==> src/hw/rtl/b32h_pkg.sv <==
`timescale 1ns / 1ps

package b32h_pkg;

   localparam int CharWidth     = 8;
   localparam int CountWidth    = 7;
   localparam int CodeWidth     = 2;
   localparam int BufferWidth   = 12;
   localparam int HeldWidth     = 3;
   localparam int SymbolWidth   = 5;
   localparam int CsrAddrWidth  = 3;
   localparam int CsrDataWidth  = 32;

   localparam logic [CountWidth-1:0] ExpectedReset = 7'd20;
   localparam logic [CountWidth-1:0] CountMax      = 7'h7F;

   // status codes
   localparam logic [CodeWidth-1:0] STATUS_OK      = 2'd0;
   localparam logic [CodeWidth-1:0] STATUS_INVALID = 2'd1;
   localparam logic [CodeWidth-1:0] STATUS_COUNT   = 2'd2;

   // register index
   localparam logic [0:0] REG_EXPECTED_BYTES = 1'b0;

   localparam logic [CharWidth-1:0] CHAR_PAD = 8'h3D;

   typedef struct packed {
      logic                  has_byte;
      logic [CharWidth-1:0]  data_byte;
      logic                  has_status;
      logic [CodeWidth-1:0]  status_code;
   } entry_type;

   // {valid, value}
   function automatic logic [SymbolWidth:0] symbol_value(input logic [CharWidth-1:0] c);
      logic [SymbolWidth:0] r;
      r = '0;
      if (c >= 8'h41 && c <= 8'h5A) begin
         r = {1'b1, 5'(c - 8'h41)};
      end else if (c >= 8'h61 && c <= 8'h7A) begin
         r = {1'b1, 5'(c - 8'h61)};
      end else if (c >= 8'h32 && c <= 8'h37) begin
         r = {1'b1, 5'(c - 8'h32 + 8'd26)};
      end
      return r;
   endfunction

   function automatic logic is_blank(input logic [CharWidth-1:0] c);
      return (c == 8'h20) || (c >= 8'h09 && c <= 8'h0D);
   endfunction

   function automatic logic [CharWidth-1:0] hex_digit(input logic [3:0] nib);
      logic [CharWidth-1:0] r;
      if (nib < 4'd10) begin
         r = 8'h30 + {4'b0, nib};
      end else begin
         r = 8'h61 + {4'b0, nib} - 8'd10;
      end
      return r;
   endfunction

endpackage

==> src/hw/rtl/b32h_channels.sv <==
`timescale 1ns / 1ps

interface b32h_req_if;
   logic                           valid;
   logic                           ready;
   logic [b32h_pkg::CharWidth-1:0] char_code;
   logic                           carries_char;
   logic                           text_end;

   modport source (output valid, output char_code, output carries_char, output text_end,
                   input ready);
   modport sink   (input valid, input char_code, input carries_char, input text_end,
                   output ready);
endinterface

interface b32h_rsp_if;
   logic                           valid;
   logic                           ready;
   logic [b32h_pkg::CharWidth-1:0] out_char;
   logic                           is_status;
   logic [b32h_pkg::CodeWidth-1:0] status_code;
   logic                           run_end;

   modport source (output valid, output out_char, output is_status, output status_code,
                   output run_end, input ready);
   modport sink   (input valid, input out_char, input is_status, input status_code,
                   input run_end, output ready);
endinterface

==> src/hw/rtl/b32h_csr.sv <==
`timescale 1ns / 1ps

module b32h_csr (
   input  logic                              clock,
   input  logic                              reset,
   input  logic                              psel,
   input  logic                              penable,
   input  logic                              pwrite,
   input  logic [b32h_pkg::CsrAddrWidth-1:0] paddr,
   input  logic [b32h_pkg::CsrDataWidth-1:0] pwdata,
   output logic [b32h_pkg::CsrDataWidth-1:0] prdata,
   output logic                              pready,
   output logic [b32h_pkg::CountWidth-1:0]   expected_bytes
);
   import b32h_pkg::*;

   logic [CountWidth-1:0] expected_ff;
   logic [CountWidth-1:0] expected_in;
   logic                  sel_expected;

   assign sel_expected = (paddr[CsrAddrWidth-1:2] == REG_EXPECTED_BYTES);
   assign pready       = 1'b1;

   always_comb begin
      expected_in = expected_ff;
      if (psel && penable && pwrite && sel_expected) begin
         expected_in = pwdata[CountWidth-1:0];
      end
   end

   always_ff @(posedge clock) begin
      if (reset) begin
         expected_ff <= ExpectedReset;
      end else begin
         expected_ff <= expected_in;
      end
   end

   assign prdata         = sel_expected ? {{(CsrDataWidth-CountWidth){1'b0}}, expected_ff} : '0;
   assign expected_bytes = expected_ff;

endmodule

==> src/hw/rtl/b32h_decode.sv <==
`timescale 1ns / 1ps

module b32h_decode (
   input  logic                            clock,
   input  logic                            reset,
   b32h_req_if.sink                        req,
   input  logic [b32h_pkg::CountWidth-1:0] expected_bytes,
   output b32h_pkg::entry_type             entry,
   output logic                            entry_valid,
   input  logic                            entry_ready
);
   import b32h_pkg::*;

   // input register
   logic                  in_valid_ff;
   logic [CharWidth-1:0]  char_ff;
   logic                  carries_ff;
   logic                  end_ff;

   // decoder state
   logic [BufferWidth-1:0] buffer_ff, buffer_in;
   logic [HeldWidth-1:0]   held_ff, held_in;
   logic [CountWidth-1:0]  count_ff, count_in;
   logic                   pad_ff, pad_in;
   logic                   bad_ff, bad_in;
   logic                   started_ff, started_in;
   logic                   space_ff, space_in;

   logic [SymbolWidth:0]   sym;
   logic [BufferWidth-1:0] buffer_shift;
   logic [HeldWidth:0]     held_sum;
   logic [HeldWidth-1:0]   held_rem;
   logic                   produces;
   logic                   advance;
   entry_type              entry_c;

   assign sym          = symbol_value(char_ff);
   assign buffer_shift = {buffer_ff[BufferWidth-SymbolWidth-1:0], sym[SymbolWidth-1:0]};
   assign held_sum     = {1'b0, held_ff} + 4'd5;
   assign held_rem     = 3'(held_sum - 4'd8);

   always_comb begin
      buffer_in  = buffer_ff;
      held_in    = held_ff;
      count_in   = count_ff;
      pad_in     = pad_ff;
      bad_in     = bad_ff;
      started_in = started_ff;
      space_in   = space_ff;
      entry_c    = '0;

      if (carries_ff && !pad_ff && !bad_ff) begin
         if (is_blank(char_ff)) begin
            if (started_ff) begin
               space_in = 1'b1;
            end
         end else begin
            started_in = 1'b1;
            if (space_ff) begin
               bad_in = 1'b1;
            end else if (char_ff == CHAR_PAD) begin
               pad_in = 1'b1;
            end else if (!sym[SymbolWidth]) begin
               bad_in = 1'b1;
            end else begin
               buffer_in = buffer_shift;
               if (held_sum >= 4'd8) begin
                  held_in            = held_rem;
                  entry_c.has_byte   = 1'b1;
                  entry_c.data_byte  = 8'(buffer_shift >> held_rem);
                  if (count_ff != CountMax) begin
                     count_in = count_ff + 7'd1;
                  end
               end else begin
                  held_in = held_sum[HeldWidth-1:0];
               end
            end
         end
      end

      if (end_ff) begin
         entry_c.has_status = 1'b1;
         if (bad_in) begin
            entry_c.status_code = STATUS_INVALID;
         end else if (count_in != expected_bytes) begin
            entry_c.status_code = STATUS_COUNT;
         end else begin
            entry_c.status_code = STATUS_OK;
         end
         buffer_in  = '0;
         held_in    = '0;
         count_in   = '0;
         pad_in     = 1'b0;
         bad_in     = 1'b0;
         started_in = 1'b0;
         space_in   = 1'b0;
      end
   end

   assign produces    = entry_c.has_byte || entry_c.has_status;
   assign entry_valid = in_valid_ff && produces;
   assign advance     = in_valid_ff && (!produces || entry_ready);
   assign req.ready   = !in_valid_ff || advance;
   assign entry       = entry_c;

   always_ff @(posedge clock) begin
      if (reset) begin
         in_valid_ff <= 1'b0;
         buffer_ff   <= '0;
         held_ff     <= '0;
         count_ff    <= '0;
         pad_ff      <= 1'b0;
         bad_ff      <= 1'b0;
         started_ff  <= 1'b0;
         space_ff    <= 1'b0;
      end else begin
         if (req.ready) begin
            in_valid_ff <= req.valid;
         end
         if (advance) begin
            buffer_ff  <= buffer_in;
            held_ff    <= held_in;
            count_ff   <= count_in;
            pad_ff     <= pad_in;
            bad_ff     <= bad_in;
            started_ff <= started_in;
            space_ff   <= space_in;
         end
      end
   end

   always_ff @(posedge clock) begin
      if (req.valid && req.ready) begin
         char_ff    <= req.char_code;
         carries_ff <= req.carries_char;
         end_ff     <= req.text_end;
      end
   end

endmodule

==> src/hw/rtl/b32h_emit.sv <==
`timescale 1ns / 1ps

module b32h_emit (
   input  logic                clock,
   input  logic                reset,
   input  b32h_pkg::entry_type entry,
   input  logic                entry_valid,
   output logic                entry_ready,
   b32h_rsp_if.source          rsp
);
   import b32h_pkg::*;

   entry_type  entry_ff;
   logic       busy_ff, busy_in;
   logic [1:0] phase_ff, phase_in;
   logic [1:0] parts;
   logic       last;
   logic       load;

   assign parts       = {entry_ff.has_byte, 1'b0} + {1'b0, entry_ff.has_status};
   assign last        = (phase_ff == parts - 2'd1);
   assign entry_ready = !busy_ff || (last && rsp.ready);
   assign load        = entry_valid && entry_ready;

   always_comb begin
      busy_in  = busy_ff;
      phase_in = phase_ff;
      if (busy_ff && rsp.ready) begin
         phase_in = phase_ff + 2'd1;
         if (last) begin
            busy_in = 1'b0;
         end
      end
      if (load) begin
         busy_in  = 1'b1;
         phase_in = '0;
      end
   end

   always_ff @(posedge clock) begin
      if (reset) begin
         busy_ff  <= 1'b0;
         phase_ff <= '0;
      end else begin
         busy_ff  <= busy_in;
         phase_ff <= phase_in;
      end
   end

   always_ff @(posedge clock) begin
      if (load) begin
         entry_ff <= entry;
      end
   end

   always_comb begin
      rsp.out_char    = '0;
      rsp.is_status   = 1'b1;
      rsp.status_code = entry_ff.status_code;
      if (entry_ff.has_byte && phase_ff == 2'd0) begin
         rsp.out_char    = hex_digit(entry_ff.data_byte[7:4]);
         rsp.is_status   = 1'b0;
         rsp.status_code = STATUS_OK;
      end else if (entry_ff.has_byte && phase_ff == 2'd1) begin
         rsp.out_char    = hex_digit(entry_ff.data_byte[3:0]);
         rsp.is_status   = 1'b0;
         rsp.status_code = STATUS_OK;
      end
   end

   assign rsp.valid   = busy_ff;
   assign rsp.run_end = last;

endmodule

==> src/hw/rtl/base32_to_hex_decoder.sv <==
`timescale 1ns / 1ps

// Streaming base32 to hex decoder.
// req: one transaction per text character (char_code, carries_char) and/or
//   end-of-text marker (text_end). Whitespace around the text is skipped,
//   '=' stops decoding, anything else invalid latches an error.
// rsp: each completed byte gives two transactions, lowercase hex high nibble
//   first; text_end adds one status transaction (ok / invalid char / wrong
//   byte count vs expected_bytes). run_end flags the last transaction
//   caused by a request.
// CSR: expected_bytes at byte address 0 (7 bits, reset 20), APB writes.
// Path: the first rsp transaction of a request becomes valid once it has
//   passed the input register and then the result register.
// Throughput: a request is taken every cycle while the response side keeps
//   up; a request producing several results holds the result register until
//   its last rsp transaction is taken, so a byte costs two rsp transactions.
// Stall: rsp.ready low holds the result register; a request with output then
//   waits in the input register and req.ready drops. Nothing is lost.
// Reset: clears all decode state, empties both registers, expected_bytes=20.

module base32_to_hex_decoder (
   input  logic                              clock,
   input  logic                              reset,
   b32h_req_if.sink                          req,
   b32h_rsp_if.source                        rsp,
   input  logic                              psel,
   input  logic                              penable,
   input  logic                              pwrite,
   input  logic [b32h_pkg::CsrAddrWidth-1:0] paddr,
   input  logic [b32h_pkg::CsrDataWidth-1:0] pwdata,
   output logic [b32h_pkg::CsrDataWidth-1:0] prdata,
   output logic                              pready
);
   import b32h_pkg::*;

   logic [CountWidth-1:0] expected_bytes;
   entry_type             entry;
   logic                  entry_valid;
   logic                  entry_ready;

   b32h_csr u_csr (
      .clock          (clock),
      .reset          (reset),
      .psel           (psel),
      .penable        (penable),
      .pwrite         (pwrite),
      .paddr          (paddr),
      .pwdata         (pwdata),
      .prdata         (prdata),
      .pready         (pready),
      .expected_bytes (expected_bytes)
   );

   // decode stage: input register plus decoder state
   b32h_decode u_decode (
      .clock          (clock),
      .reset          (reset),
      .req            (req),
      .expected_bytes (expected_bytes),
      .entry          (entry),
      .entry_valid    (entry_valid),
      .entry_ready    (entry_ready)
   );

   // result register, serializes up to three transactions per entry
   b32h_emit u_emit (
      .clock       (clock),
      .reset       (reset),
      .entry       (entry),
      .entry_valid (entry_valid),
      .entry_ready (entry_ready),
      .rsp         (rsp)
   );

endmodule
==> src/flat_wrapper.sv <==
// flat-port wrapper written by rule: the top's interface ports become plain ports
module base32_to_hex_decoder_flat import b32h_pkg::*;
  (clock, reset, psel, penable, pwrite, paddr, pwdata, prdata, pready, req_valid, req_char_code, req_carries_char, req_text_end, req_ready, rsp_valid, rsp_out_char, rsp_is_status, rsp_status_code, rsp_run_end, rsp_ready);
  b32h_req_if req_i ();
  b32h_rsp_if rsp_i ();
  input  logic clock;
  input  logic reset;
  input  logic psel;
  input  logic penable;
  input  logic pwrite;
  input  logic [b32h_pkg::CsrAddrWidth-1:0] paddr;
  input  logic [b32h_pkg::CsrDataWidth-1:0] pwdata;
  output logic [b32h_pkg::CsrDataWidth-1:0] prdata;
  output logic pready;
  input wire logic [$bits(req_i.valid)-1:0] req_valid;
  input wire logic [$bits(req_i.char_code)-1:0] req_char_code;
  input wire logic [$bits(req_i.carries_char)-1:0] req_carries_char;
  input wire logic [$bits(req_i.text_end)-1:0] req_text_end;
  output wire logic [$bits(req_i.ready)-1:0] req_ready;
  output wire logic [$bits(rsp_i.valid)-1:0] rsp_valid;
  output wire logic [$bits(rsp_i.out_char)-1:0] rsp_out_char;
  output wire logic [$bits(rsp_i.is_status)-1:0] rsp_is_status;
  output wire logic [$bits(rsp_i.status_code)-1:0] rsp_status_code;
  output wire logic [$bits(rsp_i.run_end)-1:0] rsp_run_end;
  input wire logic [$bits(rsp_i.ready)-1:0] rsp_ready;
  assign req_i.valid = req_valid;
  assign req_i.char_code = req_char_code;
  assign req_i.carries_char = req_carries_char;
  assign req_i.text_end = req_text_end;
  assign req_ready = req_i.ready;
  assign rsp_valid = rsp_i.valid;
  assign rsp_out_char = rsp_i.out_char;
  assign rsp_is_status = rsp_i.is_status;
  assign rsp_status_code = rsp_i.status_code;
  assign rsp_run_end = rsp_i.run_end;
  assign rsp_i.ready = rsp_ready;
  base32_to_hex_decoder u_core (.clock(clock), .reset(reset), .req(req_i), .rsp(rsp_i), .psel(psel), .penable(penable), .pwrite(pwrite), .paddr(paddr), .pwdata(pwdata), .prdata(prdata), .pready(pready));
endmodule
==> config.mk <==
export PLATFORM = sky130hd
export DESIGN_NAME = base32_to_hex_decoder_flat
export DESIGN_NICKNAME = d
export VERILOG_FILES = /design/src/hw/rtl/b32h_pkg.sv /design/src/hw/rtl/b32h_channels.sv /design/src/hw/rtl/b32h_csr.sv /design/src/hw/rtl/b32h_decode.sv /design/src/hw/rtl/b32h_emit.sv /design/src/hw/rtl/base32_to_hex_decoder.sv /design/src/flat_wrapper.sv
export SDC_FILE = /design/constraint.sdc
export NUM_CORES = 1
export LEC_CHECK = 0
export BUFFER_PORTS_ARGS = -buffer_cell sky130_fd_sc_hd__buf_2
export CORE_MARGIN = 5
export CORE_UTILIZATION = 30
export DETAILED_ROUTE_END_ITERATION = 8
export MAX_ROUTING_LAYER = met4
export PLACE_DENSITY = 0.51
export SYNTH_ARGS = -nofsm -noshare
export SYNTH_HDL_FRONTEND = slang
export SYNTH_SLANG_ARGS = --single-unit
==> constraint.sdc <==
create_clock -name clock -period 5.7 [get_ports clock]
set_input_delay 0.57 -clock clock [delete_from_list [all_inputs] [get_ports clock]]
set_output_delay 0.57 -clock clock [all_outputs]
set_load 0.01 [all_outputs]
==> results.tsv <==
stage	metric	value	unit
timing	worst slew pin tran	973	ps
clocking	CTS clock-pin slew for the worst setup and hold paths	70	ps
clocking	Clock Sinks	54	
clocking	setup bufs post-CTS	0	
floorplanning	core area	0.0119	sq mm
global_routing	Congestion Overflow GR	0	
floorplanning	I/O Pins	99	
synth	commonest cells in the netlist	nor2_1 (55), dfxtp_1 (32), buf_4 (29)	
synth	flops & latches, synth	54	
run_status	status	finished, final reports clean	
synth	post-synth top area share	18.3	%
timing	Max Slew Vio Count	0	
clocking	CTS tree	built	
clocking	root buffer cell	clkbuf_16	
setup_path	crit end category	output pin	
setup_path	critical path class	reg2out	
global_routing	global-route wire length before repair	12400	um
setup_path	Bufs and invs on worst path	3	
setup_path	WP data required	5130	ps
setup_path	CP max-delay cell	edfxtp_1	
synth	cells after synthesis	404	
synth	Syn Area/Cell	8.93	sq um
setup_path	delay-heaviest family, CP	simple AND/OR/NAND/NOR gates	
place	GPL Wtd Cong	0.896	
synth	ranking of synthesized cells by area	edfxtp_1 (18%), dfxtp_1 (18%), buf_4 (6.0%)	
timing	Setup-failing EPs final	0	
clocking	Num CTS Buffers	5	
cells_and_area	share of cells above drive strength 1	17.0	%
floorplanning	die extent in y	120	um
clocking	# hold bufs at CTS	0	
clocking	CTS HTree Levels	2	
route	Initial DRT Pass Iterations	4	
floorplanning	FP Rows	40	
synth	Synth area leader	edfxtp_1	
clocking	Gates resized, CTS repair	0	
synth	Primary FF master, synth	dfxtp_1	
place	DP Wirelength	5790	um
global_routing	vias in the first global route	2549	
power	Pwr Density	213	mW/mm^2
synth	Seq/Total Area, Yosys	36.0	%
cells_and_area	n_diodes	0	
worst_hold_path	HP Class	in2reg	
timing	clk_skew	5.01	ps
synth	synth unique cells	65	
floorplanning	starting density of the core	30.3	%
setup_path	Critical Path AT	2970	ps
setup_path	largest fanout on the critical path	16	
cells_and_area	Filler cells	1221	
power	Tot Pwr	0.000848	W
timing	Hold Vio Cnt, Final	0	
power	Peak VDD IR	0.000104	V
global_routing	largest net degree at the start of global routing	21	
timing	Slew Limit Headroom	34.9	%
timing	Tmin final	3540	ps
place	Post-Place Cells	574	
setup_path	CP max stage delay	520	ps
setup_path	CP cell instances	inv_1 > ha_1 > nor3b_2 > mux2i_1 > nand4b_2 > a211o_4 > inv_2 > o21ai_0 > or2_2 > buf_2	
clocking	clk buf depth	2	
synth	number of synthesis warnings	0	
timing	fin crit share	62.1	%
route	WL/cell	12.7	um
route	vias per std cell	4.86	
route	# DRC	0	
job	max-capacitance violation count	0	
route	DR vias	2830	
global_routing	GRT Resource Usage Total	10.5	%
global_routing	initial antenna violation count	0	
timing	Setup TNS Final	0	ps
timing	RSZ-0062 raised after global routing	false	
synth	number of flops mapped to enable cells by yosys	22	
floorplanning	Die W	120	um
power	LEAKAGE	1.51	nW
route	Initial DRC Count	126	
route	Total Routed Length	7410	um
cells_and_area	Finished Layout Cells	582	
setup_path	Startpoint Class	flip-flop	
synth	cell with the most instances after synthesis	nor2_1	
floorplanning	Die ar.	0.0143	sq mm
clocking	worst skew pair latency	290	ps
timing	Max Freq	0.283	GHz
synth	Synth async-reset ratio	0	%
place	buffers added on ports	44	
cells_and_area	P&R area growth vs syn	10.2	%
route	Routed Antenna Nets	0	
cells_and_area	Util after Layout	33.4	%
cells_and_area	nets	498	
synth	Post-Synthesis Cell Area	0.00361	sq mm
## stage by stage
stage / area, sq um / setup WS [ps] / hold WS [ps]
detailed placement: 3810 / 2330 / 468
CTS: 3980 / 2160 / 445
floorplan: 3700 / 2890 / 424
global placement: 3810 / 2420 / 458
finish: 3980 / 2160 / 452
global route: 3980 / 1960 / 436
## report_power, final
group	switching [W]	internal [W]
clock network	0.000139	0.000190
logic	0.0000571	0.0000365
registers	0.0000138	0.000412
## path summary, 6_finish.rpt
check | from | to | slack (ps) | depth (start not counted)
setup / recovery | u_core.u_decode.char_ff[3] | req_ready | 2160 | 10
setup reg to reg | u_core.u_decode.char_ff[3] | u_core.u_emit.phase_ff[0] | 2340 | 11
hold / removal | req_char_code[7] | u_core.u_decode.char_ff[7] | 450 | 1
hold reg to reg | u_core.u_emit.phase_ff[1] | u_core.u_emit.phase_ff[1] | 480 | 2
## cell families after synthesis
group / Yosys count / synth area share (%)
buffers and inverters: 72 / 10.8
AOI/OAI and AO/OA: 80 / 15.6
xor gates and xnor gates: 24 / 5.82
other: 2 / 0.208
muxes: 21 / 6.90
and+or+nand+nor: 139 / 20.5
DFF: 54 / 36.0
adders and majority gates: 12 / 4.16
## layer usage
metal,vias to the layer above,track usage (%),routed length (um)
li1,1424,-,-
met1,1320,14.8,3690
met2,80,15.7,3200
met3,6,2.26,441
met4,0,2.08,85
met5,-,-,0
## layout by cell type, fill, tap and decap left out, types with 2 or more instances in the layout
master,n
nor3_1,6
a211o_1,3
a31oi_1,5
clkbuf_16,6
a21oi_1,18
buf_2,44
mux2i_1,17
nor4b_4,2
a22oi_1,7
and2_1,6
or2_2,4
o221ai_1,2
a211oi_1,4
nand3_1,12
o21ai_1,2
ha_1,12
conb_1,27
nand2b_1,6
nand4_1,2
inv_1,25
o21ai_0,12
o211ai_1,3
xnor2_1,19
nor2b_1,8
dfxtp_1,32
nor3b_1,4
a41oi_1,2
xor2_1,5
edfxtp_1,22
nor2_1,55
o22ai_1,9
mux4_2,3
nand2_1,20
## cell type report
cell class / count / area (sq um) / share of cell area [%]
multi-input cells: 303 / 2010 / 50.6
flip-flops and latches: 54 / 1300 / 32.7
repair buffers: 44 / 220 / 5.53
well taps: 147 / 184 / 4.62
clock buffers: 6 / 150 / 3.77
inverters: 26 / 97.6 / 2.45
clock inverters: 2 / 13.8 / 0.346
## sequential cells by signal (all words and copies together) (netlist names)
register                     count
u_core.u_decode.end_ff           1
u_core.u_emit.phase_ff           2
u_core.u_decode.buffer_ff        7
u_core.u_decode.in_valid_ff      1
u_core.u_decode.held_ff          3
u_core.u_csr.expected_bytes      7
u_core.u_decode.bad_ff           1
u_core.u_decode.started_ff       1
u_core.u_emit.entry_ff          12
u_core.u_decode.carries_ff       1
u_core.u_decode.space_ff         1
u_core.u_decode.pad_ff           1
u_core.u_decode.char_ff          8
u_core.u_emit.rsp.valid          1
u_core.u_decode.count_ff         7
Power figures use the tool's default switching activity.
